<file path="src/rtl/dlss_pkg.sv">
package dlss_pkg;

  localparam int unsigned PeriodBits = 16;
  localparam int unsigned TimeBits   = 16;

  localparam int unsigned CfgDataW = 16;
  localparam int unsigned CfgIdxW  = 3;
  localparam int unsigned LimitW   = 4;
  localparam int unsigned HystW    = LimitW + 1;

  localparam int unsigned PerCmpW  = (PeriodBits > CfgDataW) ? PeriodBits : CfgDataW;
  localparam int unsigned TimeCmpW = (TimeBits > CfgDataW) ? TimeBits : CfgDataW;

  localparam int unsigned ReqTypeW  = 3;
  localparam int unsigned RelayW    = 2;
  localparam int unsigned RespW     = 8;
  localparam int unsigned InFieldsW = PeriodBits + RelayW + RespW + 1;
  localparam int unsigned InDataW   = ((InFieldsW + 7) / 8) * 8;
  localparam int unsigned OutFieldsW = 2 + 1 + 1 + 1 + HystW;
  localparam int unsigned OutDataW   = ((OutFieldsW + 7) / 8) * 8;

  localparam int unsigned InRelayLsb = PeriodBits;
  localparam int unsigned InRespLsb  = InRelayLsb + RelayW;
  localparam int unsigned InTreqLsb  = InRespLsb + RespW;

  localparam logic [CfgDataW-1:0] MinPeriodRst    = CfgDataW'(15300);
  localparam logic [CfgDataW-1:0] MaxPeriodRst    = CfgDataW'(22200);
  localparam logic [LimitW-1:0]   HystLimitRst    = LimitW'(2);
  localparam logic [CfgDataW-1:0] CheckIntervalRst = CfgDataW'(100);
  localparam logic [CfgDataW-1:0] ReqWindowRst    = CfgDataW'(4000);
  localparam logic [CfgDataW-1:0] SettleRst       = CfgDataW'(300);

  localparam logic [RespW-1:0]  RespGrantA  = RespW'(1);
  localparam logic [RespW-1:0]  RespGrantB  = RespW'(2);
  localparam int unsigned       RespDenyBit = 7;

  localparam logic [RelayW-1:0] RelayOff     = RelayW'(0);
  localparam logic [RelayW-1:0] RelayUnknown = RelayW'(2);

  typedef enum logic [ReqTypeW-1:0] {
    REQ_CAPTURE   = 3'd0,
    REQ_OVERFLOW  = 3'd1,
    REQ_TICK      = 3'd2,
    REQ_RESPONSE  = 3'd3,
    REQ_TRIAC_SET = 3'd4
  } req_type_e;

  typedef enum logic [1:0] {
    LOCK_UNKNOWN  = 2'd0,
    LOCK_UNLOCKED = 2'd1,
    LOCK_LOCKED   = 2'd2
  } lock_state_e;

  typedef enum logic [CfgIdxW-1:0] {
    CFG_MIN_PERIOD     = 3'd0,
    CFG_MAX_PERIOD     = 3'd1,
    CFG_HYST_LIMIT     = 3'd2,
    CFG_CHECK_INTERVAL = 3'd3,
    CFG_REQ_WINDOW     = 3'd4,
    CFG_SETTLE         = 3'd5
  } cfg_idx_e;

  typedef struct packed {
    logic [CfgDataW-1:0] min_period;
    logic [CfgDataW-1:0] max_period;
    logic [LimitW-1:0]   hyst_limit;
    logic [CfgDataW-1:0] check_interval_ms;
    logic [CfgDataW-1:0] request_window_ms;
    logic [CfgDataW-1:0] settle_ms;
  } cfg_t;

  typedef struct packed {
    logic [ReqTypeW-1:0]   req_type;
    logic [PeriodBits-1:0] period;
    logic [RelayW-1:0]     relay_state;
    logic [RespW-1:0]      response_code;
    logic                  triac_request;
  } item_t;

  typedef struct packed {
    logic [1:0]              lock_state;
    logic                    triac_on;
    logic                    timer_ok;
    logic                    request_open;
    logic signed [HystW-1:0] hyst_count;
  } result_t;

endpackage

</file>
<file path="src/rtl/dlss_cfg_regs.sv">
module dlss_cfg_regs (
  input  logic                          clk_i,
  input  logic                          rst_ni,
  input  logic                          cfg_we_i,
  input  logic [dlss_pkg::CfgIdxW-1:0]  cfg_addr_i,
  input  logic [dlss_pkg::CfgDataW-1:0] cfg_data_i,
  output dlss_pkg::cfg_t                cfg_o
);

  dlss_pkg::cfg_t cfg_q, cfg_d;

  always_comb begin
    cfg_d = cfg_q;
    if (cfg_we_i) begin
      case (cfg_addr_i)
        dlss_pkg::CFG_MIN_PERIOD:     cfg_d.min_period        = cfg_data_i;
        dlss_pkg::CFG_MAX_PERIOD:     cfg_d.max_period        = cfg_data_i;
        dlss_pkg::CFG_HYST_LIMIT:     cfg_d.hyst_limit        = cfg_data_i[dlss_pkg::LimitW-1:0];
        dlss_pkg::CFG_CHECK_INTERVAL: cfg_d.check_interval_ms = cfg_data_i;
        dlss_pkg::CFG_REQ_WINDOW:     cfg_d.request_window_ms = cfg_data_i;
        dlss_pkg::CFG_SETTLE:         cfg_d.settle_ms         = cfg_data_i;
        default: ;
      endcase
    end
  end

  always_ff @(posedge clk_i or negedge rst_ni) begin
    if (!rst_ni) begin
      cfg_q.min_period        <= dlss_pkg::MinPeriodRst;
      cfg_q.max_period        <= dlss_pkg::MaxPeriodRst;
      cfg_q.hyst_limit        <= dlss_pkg::HystLimitRst;
      cfg_q.check_interval_ms <= dlss_pkg::CheckIntervalRst;
      cfg_q.request_window_ms <= dlss_pkg::ReqWindowRst;
      cfg_q.settle_ms         <= dlss_pkg::SettleRst;
    end else begin
      cfg_q <= cfg_d;
    end
  end

  assign cfg_o = cfg_q;

endmodule

</file>
<file path="src/rtl/dlss_core.sv">
module dlss_core (
  input  logic               clk_i,
  input  logic               rst_ni,
  input  logic               step_i,
  input  dlss_pkg::item_t    item_i,
  input  dlss_pkg::cfg_t     cfg_i,
  output dlss_pkg::result_t  result_o
);

  localparam logic [dlss_pkg::TimeBits-1:0] TimeMax = '1;

  logic signed [dlss_pkg::HystW-1:0] hyst_q, hyst_d;
  dlss_pkg::lock_state_e             door_q, door_d;
  logic                              resolved_q, resolved_d;
  logic [dlss_pkg::TimeBits-1:0]     settle_q, settle_d;
  logic [dlss_pkg::TimeBits-1:0]     check_q, check_d;
  logic                              seen_q, seen_d;
  logic                              healthy_q, healthy_d;
  logic                              win_open_q, win_open_d;
  logic [dlss_pkg::TimeBits-1:0]     win_q, win_d;
  logic                              triac_q, triac_d;

  logic signed [dlss_pkg::HystW-1:0] limit_pos;
  logic signed [dlss_pkg::HystW-1:0] limit_neg;
  logic                              in_range;
  logic [dlss_pkg::TimeBits-1:0]     check_inc;
  logic [dlss_pkg::TimeBits-1:0]     win_inc;
  logic [dlss_pkg::TimeBits-1:0]     settle_inc;

  function automatic logic [dlss_pkg::TimeBits-1:0] time_inc(
    input logic [dlss_pkg::TimeBits-1:0] t
  );
    return (t == TimeMax) ? t : t + 1'b1;
  endfunction

  function automatic logic time_reached(
    input logic [dlss_pkg::TimeBits-1:0] t,
    input logic [dlss_pkg::CfgDataW-1:0] lim
  );
    return dlss_pkg::TimeCmpW'(t) >= dlss_pkg::TimeCmpW'(lim);
  endfunction

  assign limit_pos  = $signed({1'b0, cfg_i.hyst_limit});
  assign limit_neg  = -limit_pos;
  assign in_range   = (dlss_pkg::PerCmpW'(item_i.period) >= dlss_pkg::PerCmpW'(cfg_i.min_period))
                   && (dlss_pkg::PerCmpW'(item_i.period) <= dlss_pkg::PerCmpW'(cfg_i.max_period));
  assign check_inc  = time_inc(check_q);
  assign win_inc    = time_inc(win_q);
  assign settle_inc = time_inc(settle_q);

  always_comb begin
    hyst_d     = hyst_q;
    door_d     = door_q;
    resolved_d = resolved_q;
    settle_d   = settle_q;
    check_d    = check_q;
    seen_d     = seen_q;
    healthy_d  = healthy_q;
    win_open_d = win_open_q;
    win_d      = win_q;
    triac_d    = triac_q;

    case (item_i.req_type)
      dlss_pkg::REQ_CAPTURE: begin
        seen_d = 1'b1;
        if (in_range && (hyst_q < limit_pos)) begin
          hyst_d = hyst_q + $signed(dlss_pkg::HystW'(1));
        end
      end
      dlss_pkg::REQ_OVERFLOW: begin
        seen_d = 1'b1;
        if (hyst_q > limit_neg) begin
          hyst_d = hyst_q - $signed(dlss_pkg::HystW'(1));
        end
      end
      dlss_pkg::REQ_TICK: begin
        check_d = check_inc;
        if (time_reached(check_inc, cfg_i.check_interval_ms)) begin
          if (!seen_q) begin
            healthy_d = 1'b0;
          end
          seen_d  = 1'b0;
          check_d = '0;
        end
        if (win_open_q) begin
          win_d = win_inc;
          if (time_reached(win_inc, cfg_i.request_window_ms)) begin
            win_open_d = 1'b0;
          end
        end
        if (item_i.relay_state == dlss_pkg::RelayOff) begin
          settle_d   = '0;
          door_d     = dlss_pkg::LOCK_UNKNOWN;
          resolved_d = 1'b0;
        end else begin
          settle_d = settle_inc;
          if ((item_i.relay_state != dlss_pkg::RelayUnknown)
              && (resolved_q || time_reached(settle_inc, cfg_i.settle_ms))) begin
            resolved_d = 1'b1;
            if (!healthy_d || (hyst_q <= limit_neg)) begin
              door_d = dlss_pkg::LOCK_UNLOCKED;
            end else if (hyst_q >= limit_pos) begin
              door_d = dlss_pkg::LOCK_LOCKED;
            end
          end
        end
      end
      dlss_pkg::REQ_RESPONSE: begin
        if ((item_i.response_code == dlss_pkg::RespGrantA)
            || (item_i.response_code == dlss_pkg::RespGrantB)) begin
          win_open_d = 1'b1;
          win_d      = '0;
        end else if (item_i.response_code[dlss_pkg::RespDenyBit]) begin
          win_open_d = 1'b0;
        end
      end
      dlss_pkg::REQ_TRIAC_SET: begin
        if (healthy_q && win_open_q && !time_reached(win_q, cfg_i.request_window_ms)) begin
          triac_d = item_i.triac_request;
        end
      end
      default: ;
    endcase
  end

  always_ff @(posedge clk_i or negedge rst_ni) begin
    if (!rst_ni) begin
      hyst_q     <= '0;
      door_q     <= dlss_pkg::LOCK_UNKNOWN;
      resolved_q <= 1'b0;
      settle_q   <= '0;
      check_q    <= '0;
      seen_q     <= 1'b0;
      healthy_q  <= 1'b1;
      win_open_q <= 1'b0;
      win_q      <= '0;
      triac_q    <= 1'b0;
    end else if (step_i) begin
      hyst_q     <= hyst_d;
      door_q     <= door_d;
      resolved_q <= resolved_d;
      settle_q   <= settle_d;
      check_q    <= check_d;
      seen_q     <= seen_d;
      healthy_q  <= healthy_d;
      win_open_q <= win_open_d;
      win_q      <= win_d;
      triac_q    <= triac_d;
    end
  end

  always_comb begin
    result_o.lock_state   = door_d;
    result_o.triac_on     = triac_d;
    result_o.timer_ok     = healthy_d;
    result_o.request_open = win_open_d;
    result_o.hyst_count   = hyst_d;
  end

endmodule

</file>
<file path="src/rtl/door_lock_signal_supervisor.sv">
// Supervises a door-lock indicator and gates the lock triac. Each input word is a capture,
// overflow, millisecond tick, user response or triac set request (selected by tuser) and
// yields exactly one output word carrying the lock state, triac level, timer health,
// request window flag and hysteresis count after that word was applied. One word is taken
// per clock cycle while the output is not stalled; a word passes through an input register
// and the state update into the output register, from which its result is presented.
// Configuration writes take effect on the next cycle and should only be issued while no
// words are in flight.
module door_lock_signal_supervisor (
  input  logic                            clk_i,
  input  logic                            rst_ni,
  input  logic                            cfg_we_i,
  input  logic [dlss_pkg::CfgIdxW-1:0]    cfg_addr_i,
  input  logic [dlss_pkg::CfgDataW-1:0]   cfg_data_i,
  input  logic                            s_axis_tvalid,
  output logic                            s_axis_tready,
  // period, relay_state, response_code, triac_request, zero fill
  input  logic [dlss_pkg::InDataW-1:0]    s_axis_tdata,
  // req_type
  input  logic [dlss_pkg::ReqTypeW-1:0]   s_axis_tuser,
  output logic                            m_axis_tvalid,
  input  logic                            m_axis_tready,
  // lock_state, triac_on, timer_ok, request_open, hyst_count, zero fill
  output logic [dlss_pkg::OutDataW-1:0]   m_axis_tdata
);

  dlss_pkg::cfg_t    cfg;
  dlss_pkg::item_t   item_q, item_d;
  dlss_pkg::result_t result;
  dlss_pkg::result_t out_q;
  logic              in_valid_q, in_valid_d;
  logic              out_valid_q, out_valid_d;
  logic              s_accept;
  logic              advance;

  dlss_cfg_regs u_cfg (
    .clk_i      (clk_i),
    .rst_ni     (rst_ni),
    .cfg_we_i   (cfg_we_i),
    .cfg_addr_i (cfg_addr_i),
    .cfg_data_i (cfg_data_i),
    .cfg_o      (cfg)
  );

  dlss_core u_core (
    .clk_i    (clk_i),
    .rst_ni   (rst_ni),
    .step_i   (advance),
    .item_i   (item_q),
    .cfg_i    (cfg),
    .result_o (result)
  );

  assign advance       = in_valid_q && (!out_valid_q || m_axis_tready);
  assign s_axis_tready = !in_valid_q || advance;
  assign s_accept      = s_axis_tvalid && s_axis_tready;
  assign in_valid_d    = s_accept || (in_valid_q && !advance);
  assign out_valid_d   = advance || (out_valid_q && !m_axis_tready);

  always_comb begin
    item_d.req_type      = s_axis_tuser;
    item_d.period        = s_axis_tdata[dlss_pkg::PeriodBits-1:0];
    item_d.relay_state   = s_axis_tdata[dlss_pkg::InRelayLsb +: dlss_pkg::RelayW];
    item_d.response_code = s_axis_tdata[dlss_pkg::InRespLsb +: dlss_pkg::RespW];
    item_d.triac_request = s_axis_tdata[dlss_pkg::InTreqLsb];
  end

  always_ff @(posedge clk_i or negedge rst_ni) begin
    if (!rst_ni) begin
      in_valid_q  <= 1'b0;
      out_valid_q <= 1'b0;
    end else begin
      in_valid_q  <= in_valid_d;
      out_valid_q <= out_valid_d;
    end
  end

  always_ff @(posedge clk_i) begin
    if (s_accept) begin
      item_q <= item_d;
    end
    if (advance) begin
      out_q <= result;
    end
  end

  assign m_axis_tvalid = out_valid_q;
  assign m_axis_tdata  = dlss_pkg::OutDataW'({out_q.hyst_count, out_q.request_open,
                                              out_q.timer_ok, out_q.triac_on,
                                              out_q.lock_state});

endmodule

</file>
<file path="config.mk">
export PLATFORM = sky130hd
export DESIGN_NAME = door_lock_signal_supervisor
export DESIGN_NICKNAME = d
export VERILOG_FILES = /design/src/rtl/dlss_pkg.sv /design/src/rtl/dlss_cfg_regs.sv /design/src/rtl/dlss_core.sv /design/src/rtl/door_lock_signal_supervisor.sv
export SDC_FILE = /design/constraint.sdc
export NUM_CORES = 1
export LEC_CHECK = 0
export BUFFER_PORTS_ARGS = -buffer_cell sky130_fd_sc_hd__buf_2
export CORE_MARGIN = 2
export CORE_UTILIZATION = 65
export CTS_BUF_LIST = sky130_fd_sc_hd__clkbuf_2
export DETAILED_ROUTE_END_ITERATION = 8
export PLACE_DENSITY = 0.95
export SYNTH_ARGS = -nofsm -noshare
export SYNTH_HDL_FRONTEND = slang
export SYNTH_HIERARCHICAL = 1
export SYNTH_SLANG_ARGS = --single-unit
export TNS_END_PERCENT = 30
</file>
<file path="constraint.sdc">
create_clock -name clk_i -period 11.7 [get_ports clk_i]
set_input_delay 1.17 -clock clk_i [delete_from_list [all_inputs] [get_ports clk_i]]
set_output_delay 1.17 -clock clk_i [all_outputs]
set_load 0.005 [all_outputs]
</file>
==> results.md, run 1 <==
- Ports: 77
- Startpoint Class: flop
- Reg2reg end: m_axis_tdata[0]$_DFFE_PP_
- Flop2flop setup slack: 7.12 ns
- Slew HR: 0.172
- Status: complete, no violations
- Worst hold slack: 0.309 ns
- Power per Cell Area: 134 nW/µm²
- Layout area overhead: 5.63%
- M2 GR Usage: 0.502
- Initial core utilization: 0.659
- Leakage: 5.49 nW
- Met3 usage in global routing: 0.0632
- Final Cycle Share: 0.392
- Share of cells above drive strength 1: 0.226
- Worst min path class: input pin to async pin
- Clk_lat worst skew: 0.81 ns
- DP HPWL: 19300 µm
- Initial antenna violation count: 0
- Worst Path Arrival: 5.17 ns
- Syn_area_per_cell: 10.5 µm²
- CP Capture Type: flop
- CTS sink count: 186
- Crit path largest cell delay: 0.58 ns
- Max-cap viol count: 0
- Worst-path clk slew: 0.24 ns
- Synthesis Warnings: 6
- R2r startpoint: u_core/settle_q[4]$_DFFE_PN0P_
- Vias/cell: 6.49
- Htree depth: 4
- Mapped Area: 11300 µm²
- Number of port buffers: 65
- Vias in the first global route: 8837
- Final Slew Violations: 0
- RSZ-0062 raised after global routing: no
- Cells after Synth: approximately 1100
- Buffer levels on the longest clock path: 2
- Setup Fix Bufs, Post-CTS: 0
- Primary FF master, synth: dfrtp_1
- Post-synth ARST share: 0.785
- Die height: 136 µm
- # rows: 48
- Worst Path Max Fanout: 9
- First-pass GRT wire length: 43400 µm
- Crit path top cell by count: nand4_1
- Die footprint: 18400 µm²
- DRT antenna net count: 0
- Setup CP Type: flop to flop
- Grt peak-use layer: met2
- Path depth of the worst reg2reg path: 15
- Synth cell types: 89
- Starting DRT DRC Count: 784
- Worst EP required: 12.28 ns
- Max frequency: 218 MHz
- Router iterations before antenna repair: 5
- Worst Tran Pin Value: around 1.2 ns
- # fillers: 1089
- Commonest non-fill, non-tap cell in the layout: dfrtp_1
- All-Layer GR Usage: 0.305
- Number of gates resized after cts: 0
- Setup Skew: 0.0254 ns
- TritonCTS Buffers: 17
- Worst path slowest cell: o31ai_1
- Drt drc: 0
- Gp weighted congestion: 0.941
- Final hold violation count: 0
- Flip-flop and latch area: between 4000 and 5000 µm²
- Detailed Route WL: 27000 µm
- Final Setup Violations: 0
- Vias: slightly below 9000
- Cell family with most CP delay: simple AND/OR/NAND/NOR gates
- Root buf cell: clkbuf_2
- Number of synthesized flops with an enable pin: 40
- Worst path cell trace: nand4_1 -> nor4_1 -> nand4_1 -> or2_1 -> nand2_2 -> nor2_1 -> xnor2_1 -> ha_1 -> nand2_1 -> o21ai_0 -> a2111oi_0 -> o31a_1 -> o31ai_1 -> a21oi_1 -> a311o_1
- Area of the multi-input gates: 5780 µm²
- Buffer and inverter count on the worst path: 0
- Die Wd: 136 µm
- Post-layout minimum cycle time: 4.58 ns
- TNS Setup: 0 ns
- Grt total ovfl: 0
- Seq/Total Area, Yosys: 0.434
- Core area: roughly 17000 µm²
- Nets: around 1300
- Largest net degree at the start of global routing: 81
- Synth Register Bits: 186
- Most frequent cells in the layout: dfrtp_1 (115), ha_1 (110), inv_1 (105)
- Hold-fix buffer count after cts: 0
- DR WL/cell: 19.7 µm
- GR Util met1: 0.361
- Antenna Cells: 0
- TritonCTS clock tree: yes
- Worst VDD drop: approximately 0.00011 V
## layer usage
metal  wire [µm]  vias up
li1            -     3970
met1       10300     4282
met3        1810      156
met2       13100      468
met4        1750        0
met5           0        -
## cell usage after synthesis (all sizes together), types with 10 or more instances
library cell / instances / area [µm²]
buf: 23 / 191
mux2: 88 / 991
nand3: 25 / 130
nand2: 92 / 348
nand4: 16 / 106
and3: 14 / 95.1
xor2: 16 / 140
o21ai: 56 / 295
edfxtp: 40 / 1200
xnor2: 27 / 236
a31oi: 15 / 93.8
a21o: 13 / 98.9
dfrtp: 115 / 2880
o21a: 10 / 75.1
nor2: 51 / 210
nand2b: 11 / 68.8
ha: 110 / 1380
a22o: 15 / 131
a21oi: 59 / 307
clkbuf: 13 / 50.0
inv: 105 / 394
dfstp: 31 / 815
nor3: 12 / 76.3
## logic make-up after synthesis
family	share of synthesized area
other cells	0.000332
mux	0.0887
buf+inv	0.0563
simple gates	0.131
flops	0.434
compound gates	0.134
fa+ha+maj	0.122
xor+xnor	0.0334
## final cells by class
type	instances	area share
sequential	186	0.410
multi-input combinational	750	0.485
clock buffer	21	0.00882
tap	225	0.0236
inverter	105	0.0331
timing repair buffer	70	0.0310
clock inverter	11	0.00808
## per-stage QoR
step | utilization | power, mW | cell area (µm²) | cells | setup slack (ns)
after floorplan | - | 1.14 | 11300 | 1077 | 7.93
after global placement | 0.685 | 1.23 | 11700 | 1336 | 7.49
after global routing | 0.696 | 1.69 | 11900 | 1368 | 6.82
after detailed placement | 0.685 | 1.28 | 11700 | 1336 | 7.32
after CTS | 0.696 | 1.59 | 11900 | 1368 | 7.27
final | 0.696 | 1.60 | 11900 | 1368 | 7.12
## power by group
part | switching (mW) | internal (mW)
logic | 0.260 | 0.200
clock network | 0.221 | 0.0801
registers | 0.0649 | 0.770
## registers in the layout, summed over array words and instances, names as in the netlist
register,count
in_valid_q,1
u_core/settle_q,16
u_core/door_q,2
item_q,30
m_axis_tvalid,1
u_core/resolved_q,1
u_core/win_open_q,1
u_core/win_q,16
u_core/hyst_q,5
u_core/triac_q,1
m_axis_tdata,10
u_cfg/cfg_o,84
u_core/healthy_q,1
u_core/seen_q,1
u_core/check_q,16
## how the worst max path moves through the flow
stage / end / from / slack [ns] / cells past startpoint
5_1_grt: m_axis_tdata[0]$_DFFE_PP_ / u_core/settle_q[6]$_DFFE_PN0P_ / 6.82 / 15
6_report: m_axis_tdata[0]$_DFFE_PP_ / u_core/settle_q[4]$_DFFE_PN0P_ / 7.12 / 15
4_1_cts: m_axis_tdata[0]$_DFFE_PP_ / u_core/settle_q[4]$_DFFE_PN0P_ / 7.27 / 15
3_3_place_gp: m_axis_tdata[0]$_DFFE_PP_ / u_core/settle_q[4]$_DFFE_PN0P_ / 7.49 / 15
3_5_place_dp: m_axis_tdata[0]$_DFFE_PP_ / u_core/settle_q[4]$_DFFE_PN0P_ / 7.32 / 15
2_1_floorplan: m_axis_tdata[0]$_DFFE_PP_ / u_core/check_q[0]$_DFFE_PN0P_ / 7.93 / 14
Note: power is estimated with default switching activity, not from simulation.
==> run 2: changes to the inputs <==
ABC_AREA = 1   (was unset)
CORE_UTILIZATION = 57   (was 65)
PLACE_DENSITY = 0.91   (was 0.95)
clock period = 3.76 ns   (was 11.7 ns; I/O delays follow)
==> run 2 against run 1 <==
Worst setup slack worse by 6.7 ns; non-clock buffer count is 62 higher; global-route usage is 3.4 points lower; clock skew is 0.026 ns higher; flip-flop and latch count stayed put; core utilization is 4.0 points lower; count of clock-buffer cells in the layout is 3 lower; routed wire length is 4.1% higher; critical path type unchanged; hold slack worse by 0.039 ns; critical path depth is 6 higher; die area is 15% higher; largest power group unchanged; cell area is 7.9% higher.
==> results.md, run 2 <==
- CTS sink count: 186 (unchanged)
- Max frequency: 296 MHz (+36%)
- All-Layer GR Usage: 0.270 (-0.0343)
- Seq/Total Area, Yosys: 0.429 (-0.00499)
- Largest net degree at the start of global routing: 102 (+26%)
- Htree depth: 4 (unchanged)
- Post-synth ARST share: 0.785 (unchanged)
- Nets: 1725 (+33%)
- Worst Path Max Fanout: 7 (-2)
- End-of-flow core utilization: 0.657 (-0.0399)
- Commonest non-fill, non-tap cell in the layout: nand2_1
- Placed Cells: 1741 (+30%)
- Post-synth top cells: nand2_1 (450), inv_1 (235), dfrtp_1 (115), ha_1 (110), nand3_1 (99)
- Vias/cell: 5.46 (-16%)
- Power per Cell Area: 423 nW/µm² (+220%)
- Vias in the first global route: 9839 (+11%)
- Worst path slowest cell: dfrtp_1
- Clk_lat worst skew: 0.81 ns (about the same)
- Crit path largest cell delay: 0.44 ns (-0.14 ns)
- Drt drc: 0 (unchanged)
- DP HPWL: 19100 µm (-0.67%)
- Router iterations before antenna repair: 6 (+1)
- Syn_area_per_cell: 7.95 µm² (-24%)
- # fillers: 1483 (+36%)
- Final hold violation count: 0 (unchanged)
- Combinational power share: 0.310 (+0.022)
- Core area: 19600 µm² (+14%)
- Die footprint: 21200 µm² (+15%)
- Overall Power: 5.44 mW (+240%)
- First-pass GRT wire length: 46400 µm (+6.9%)
- Worst path cell trace: ha_1 -> nand3_1 -> inv_1 -> nand4_1 -> nor2_2 -> nand2_2 -> nand3b_1 -> xor2_1 -> ha_1 -> nand2_1 -> inv_1 -> o21bai_1 -> a21oi_1 -> nor2_1 -> nand3_1 -> nand2_1 -> nand2_1 -> nand2_1 -> nand2_1 -> nand2_1 -> nand2_1
- Final Setup Violations: 0 (unchanged)
- Gp weighted congestion: 0.905 (-3.8%)
- Vias: 10000 (+13%)
- TritonCTS clock tree: yes
- Setup Skew: 0.0513 ns (+0.0260 ns)
- DR WL/cell: 15.3 µm (-22%)
- Internal power: 3.46 mW (+230%)
- CP Launch Point: u_core/check_q[0]$_DFFE_PN0P_
- Initial antenna violation count: 1 (+1)
- Worst Path Arrival: 3.96 ns (-1.21 ns)
- Sequential share of power: 0.480 (-0.043)
- Mapped Area: 11400 µm² (+1.2%)
- Slew HR: 0.374 (+0.202)
- Leakage: 6.75 nW (+23%)
- Crit path top cell by count: nand2_1
- Max reg flops: 84 (unchanged)
- TNS Setup: 0 ns (unchanged)
- Final Slew Violations: 0 (unchanged)
- Final Cycle Share: 0.899 (+0.507)
- DRT antenna net count: 0 (unchanged)
- Synth top area cells: dfrtp_1 (25%), nand2_1 (15%), ha_1 (12%)
- Most frequent cells in the layout: nand2_1 (450), inv_1 (235), dfrtp_1 (115)
- Status: complete, no violations
- Area after DPL: 12000 µm² (+2.1%)
- Grt total ovfl: 0 (unchanged)
- RSZ-0062 raised after global routing: yes
- Post-layout minimum cycle time: 3.38 ns (-1.20 ns)
- Synth Register Bits: 186 (unchanged)
- Die height: 146 µm (+7.2%)
- Die Wd: 146 µm (+7.2%)
- Number of synthesized flops with an enable pin: 40 (unchanged)
- Design Area, Final: 12900 µm² (+7.9%)
- Worst Tran Pin Value: 0.935 ns (-0.303 ns)
- CP Capture Type: flop
- Initial core utilization: 0.583 (-0.0766)
- Detailed Route WL: 28100 µm (+4.1%)
- Leading area contributor after synthesis: dfrtp_1
- Worst-path clk slew: 0.27 ns (+0.03 ns)
- Buffer levels on the longest clock path: 2 (unchanged)
- Synth cell types: 49 (-45%)
- Sw Ratio: 0.365 (+0.0228)
- Max-cap viol count: 0 (unchanged)
- Primary FF master, synth: dfrtp_1
- TritonCTS Buffers: 17 (unchanged)
- Worst VDD drop: 0.000341 V (+200%)
- Worst EP required: 4.34 ns (-7.94 ns)
- Switching pwr: 1.99 mW (+260%)
- Number of port buffers: 65 (unchanged)
- Startpoint Class: flop
- Final Instance Count excl. Fillers: 1836 (+34%)
- # rows: 51 (+6.3%)
- Layout area overhead: 12.7%
- Worst min path class: input pin to flop
- R2r startpoint: u_core/check_q[0]$_DFFE_PN0P_
- Setup CP Type: flop to flop
- Ports: 77 (unchanged)
- Share of cells above drive strength 1: 0.112 (-0.114)
- Synthesis Warnings: 6 (unchanged)
- Starting DRT DRC Count: 917 (+17%)
- Cells after Synth: 1436 (+34%)
- Min-delay src: s_axis_tdata[17]
- Top cell type's share of synthesized area: 0.252 (-0.00293)
- Root buf cell: clkbuf_2
- Most frequent cell after synthesis: nand2_1
- Clk pwr share: 0.209 (+0.020)
==> run 2: metrics by stage <==
step                worst slack [ns]  hold WS, ns
floorplan                      0.942       0.0804
finish                         0.379        0.270
CTS                            0.369        0.182
detailed placement             0.420        0.340
global route                  0.0262        0.187
global placement               0.593        0.337
==> run 2: power by group through the flow <==
stage               clock, mW  combinational, mW  sequential (mW)
detailed placement          0               1.57             2.65
global route             1.24               1.92             2.65
CTS                      1.16               1.64             2.61
global placement            0               1.46             2.63
floorplan                   0               1.18             2.58
finish                   1.14               1.69             2.62
==> run 2: area by class of cell <==
cell class	count	area, µm²	area share
diodes	2	5.00	0.000389
inverters	240	901	0.0700
multi-input cells	979	5450	0.424
flip-flops and latches	186	4890	0.380
repair buffers	132	1000	0.0781
well taps	265	332	0.0258
clock inverters	14	186	0.0145
clock buffers	18	90.1	0.00700
==> run 2: path summary, 6_finish.rpt <==
check	to	slack, ns	cells past startpoint
max	m_axis_tdata[0]$_DFFE_PP_	0.38	21
max in group asynchronous	u_cfg/cfg_o[23]$_DFFE_PN1P_	2.49	4
min in group asynchronous	u_core/hyst_q[0]$_DFFE_PN0P_	0.50	3
min	item_q[10]$_DFFE_PP_	0.27	2
min reg2reg	u_cfg/cfg_o[57]$_DFFE_PN1P_	0.48	2
max reg2reg	m_axis_tdata[0]$_DFFE_PP_	0.38	21
==> run 2: worst max-delay path, delay by kind of cell (launching register included) <==
| family | cells | cell delay [ns] |
|---|---|---|
| simple gates | 14 | 1.67 |
| compound gates | 2 | 0.20 |
| flops | 1 | 0.44 |
| fa+ha+maj | 2 | 0.49 |
| xor+xnor | 1 | 0.23 |
| buf+inv | 2 | 0.13 |
==> run 2: logic make-up after synthesis <==
logic type | count (synthesis) | share of synthesized area
adders and majority gates | 110 | 0.121
muxes | 1 | 0.00131
and+or+nand+nor | 687 | 0.259
AOI/OAI and AO/OA | 146 | 0.0715
xor gates and xnor gates | 29 | 0.0229
other | 1 | 0.000328
DFF | 186 | 0.429
buffers and inverters | 276 | 0.0963
==> run 2: repair_timing <==
| action | CTS | global route |
|---|---|---|
| endpoints found under the setup margin | 0 | 4 |
| setup buffers | 0 | 2 |
| gates resized for setup | 0 | 0 |
| hold buffers | 59 | 0 |
| endpoints found under the hold margin | 232 | 0 |
==> run 2: layer usage <==
metal  track usage  wire length, µm  vias up
li1              -                -     4838
met1         0.346            11800     4751
met5             0                0        -
met2         0.469            14000      375
met4        0.0887              725        0
met3        0.0451             1620       66
==> run 3: changes to the inputs <==
ABC_AREA = unset   (was 1)
CORE_UTILIZATION = 44   (was 57)
PLACE_DENSITY = 0.75   (was 0.91)
SETUP_SLACK_MARGIN = 0.3   (was unset)
==> run 3 against run 2 <==
The run now ends with negative setup slack left; final cell count fell by 14%; worst setup slack got worse by 0.39 ns; routed wire length down 5.5%; hold slack got worse by 0.16 ns; critical endpoint is now u_core/door_q[0]$_DFFE_PN0P_; largest cell class unchanged.
==> results.md, run 3 (synthesis results as in run 1) <==
- Met3 usage in global routing: 0.0366 (-0.00852)
- Grt peak-use layer: met2
- Status: finished with violations
- Slew HR: 0.222 (-0.153)
- Worst Tran Pin Value: 1.16 ns (+0.227 ns)
- Max reg flops: 84 (unchanged)
- Post-layout minimum cycle time: 3.77 ns (+0.392 ns)
- Setup Skew: 0.0387 ns (-0.0127 ns)
- Most frequent cells in the layout: dfrtp_1 (111), ha_1 (107), inv_1 (105)
- Ports: 77 (unchanged)
- Worst Path Max Fanout: 4 (-3)
- Die footprint: 26900 µm² (+27%)
- Power per Cell Area: 386 nW/µm² (-8.9%)
- Final Setup Violations: 2 (+2)
- Worst path cell trace: ha_2 -> and3_4 -> or4b_4 -> buf_6 -> o21ai_4 -> nor3_2 -> xor2_1 -> ha_1 -> nand2_1 -> o21ai_2 -> a41oi_2 -> o31ai_2 -> buf_4 -> nor2b_4 -> o221a_4 -> buf_4 -> a221o_1
- Vias/cell: 5.46 (about the same)
- TritonCTS Buffers: 17 (unchanged)
- Grt total ovfl: 0 (unchanged)
- Commonest non-fill, non-tap cell in the layout: dfrtp_1
- Startpoint Class: flop
- Die Wd: 164 µm (+13%)
- Largest net degree at the start of global routing: 83 (-19%)
- Htree depth: 4 (unchanged)
- All-Layer GR Usage: 0.203 (-0.0668)
- Worst-path clk slew: 0.28 ns (about the same)
- Worst min path class: input pin to async pin
- Share of cells above drive strength 1: 0.285 (+0.172)
- Crit path largest cell delay: 0.52 ns (+0.08 ns)
- Vias in the first global route: 8770 (-11%)
- Max-cap viol count: 0 (unchanged)
- Overall Power: 5.13 mW (-5.8%)
- Layout area overhead: 17.9%
- Failing checks: negative setup slack
- Vias: 8645 (-14%)
- First-pass GRT wire length: 43300 µm (-6.8%)
- DP HPWL: 18900 µm (-1.1%)
- Buffer levels on the longest clock path: 2 (unchanged)
- Setup CP Type: flop to flop
- Worst VDD drop: 0.000214 V (-37%)
- Router iterations before antenna repair: 5 (-1)
- Final hold violation count: 0 (unchanged)
- GR Util met1: 0.254 (-0.0926)
- # fillers: 2153 (+45%)
- Final Cycle Share: 1.00 (+0.104)
- M2 GR Usage: 0.347 (-0.122)
- Worst path slowest cell: or4b_4
- Number of port buffers: 65 (unchanged)
- Leakage: 6.04 nW (-10%)
- Clk_lat worst skew: 0.78 ns (-0.03 ns)
- CP Capture Type: flop
- Die height: 164 µm (+13%)
- Detailed Route WL: 26500 µm (-5.5%)
- Initial core utilization: 0.448 (-0.135)
- RSZ-0062 raised after global routing: yes
- Crit path top cell by count: buf_4
- Gp weighted congestion: 0.867 (-4.3%)
- Worst Path Arrival: 4.43 ns (+0.47 ns)
- TritonCTS clock tree: yes
- Drt drc: 0 (unchanged)
- CTS sink count: 186 (unchanged)
- Setup ws final: -0.0131 ns (-0.392 ns)
- Final Slew Violations: 0 (unchanged)
- End-of-flow core utilization: 0.528 (-0.128)
- Root buf cell: clkbuf_2
- DR WL/cell: 16.8 µm (+9.6%)
- # rows: 58 (+14%)
- Initial antenna violation count: 3 (+2)
- Max frequency: 265 MHz (-10%)
- Core area: 25200 µm² (+29%)
- Worst EP required: 4.42 ns (+0.08 ns)
- DRT antenna net count: 0 (unchanged)
- Starting DRT DRC Count: 476 (-48%)
- Nets: 1407 (-18%)
==> run 3: per-layer routing <==
metal	wire (µm)	part of all wire	vias up
met2	13100	0.50	188
li1	-	-	4184
met4	986	0.037	2
met1	11500	0.43	4203
met5	13	0.00049	-
met3	927	0.035	68
==> run 3: repair_timing <==
| item | CTS | global route |
|---|---|---|
| endpoints found under the hold margin | 180 | 0 |
| pin swaps | 20 | 11 |
| endpoints found under the setup margin | 21 | 26 |
| hold buffers | 50 | 0 |
| gates resized for setup | 22 | 24 |
| setup buffers | 7 | 4 |
==> run 3: per-stage QoR <==
stage          setup slack, ns  hold slack, ns  instances  area [µm²]  TNS [ns]
6_report               -0.0131           0.114       1583       13300   -0.0146
5_1_grt                 -0.100          0.0913       1583       13300    -0.464
4_1_cts               -0.00290          0.0769       1577       13200  -0.00290
3_5_place_dp            -0.142           0.421       1488       12300    -0.725
3_3_place_gp           -0.0479           0.420       1488       12300    -0.122
2_1_floorplan            0.110          0.0804       1077       11400         0
==> run 3: path summary, 6_finish.rpt <==
check	from	end	slack, ns	depth (start not counted)
hold / removal	rst_ni	u_core/check_q[15]$_DFFE_PN0P_	0.11	2
hold reg to reg	u_core/healthy_q$_DFFE_PN1P_	u_core/healthy_q$_DFFE_PN1P_	0.53	1
setup / recovery	u_core/check_q[1]$_DFFE_PN0P_	u_core/door_q[0]$_DFFE_PN0P_	-0.01	17
min in group clk_i	cfg_addr_i[2]	u_cfg/cfg_o[77]$_DFFE_PN1P_	0.15	3
max in group asynchronous	rst_ni	u_core/win_q[0]$_DFFE_PN0P_	2.66	3
setup reg to reg	u_core/check_q[1]$_DFFE_PN0P_	u_core/door_q[0]$_DFFE_PN0P_	-0.01	17
==> run 3: report_power, final <==
part / switching [mW] / internal, mW / leakage (nW)
sequential: 0.165 / 2.40 / 2.14
combinational: 0.786 / 0.718 / 3.76
clock: 0.743 / 0.320 / 0.141
==> run 3: worst max-delay path, delay by kind of cell, from the launching register on <==
family	cells	cell delay (ns)
xor+xnor	1	0.15
compound gates	6	1.12
fa+ha+maj	2	0.52
flops	1	0.43
buf+inv	3	0.45
simple gates	5	1.01
==> run 3: cell type report <==
| class | count | area (µm²) | area share |
|---|---|---|---|
| clock inverters | 15 | 163 | 0.0122 |
| clock buffers | 17 | 85.1 | 0.00640 |
| diodes | 2 | 5.00 | 0.000376 |
| flip-flops and latches | 186 | 4900 | 0.368 |
| multi-input cells | 750 | 6020 | 0.453 |
| repair buffers | 178 | 1320 | 0.0993 |
| well taps | 330 | 413 | 0.0310 |
| inverters | 105 | 394 | 0.0296 |
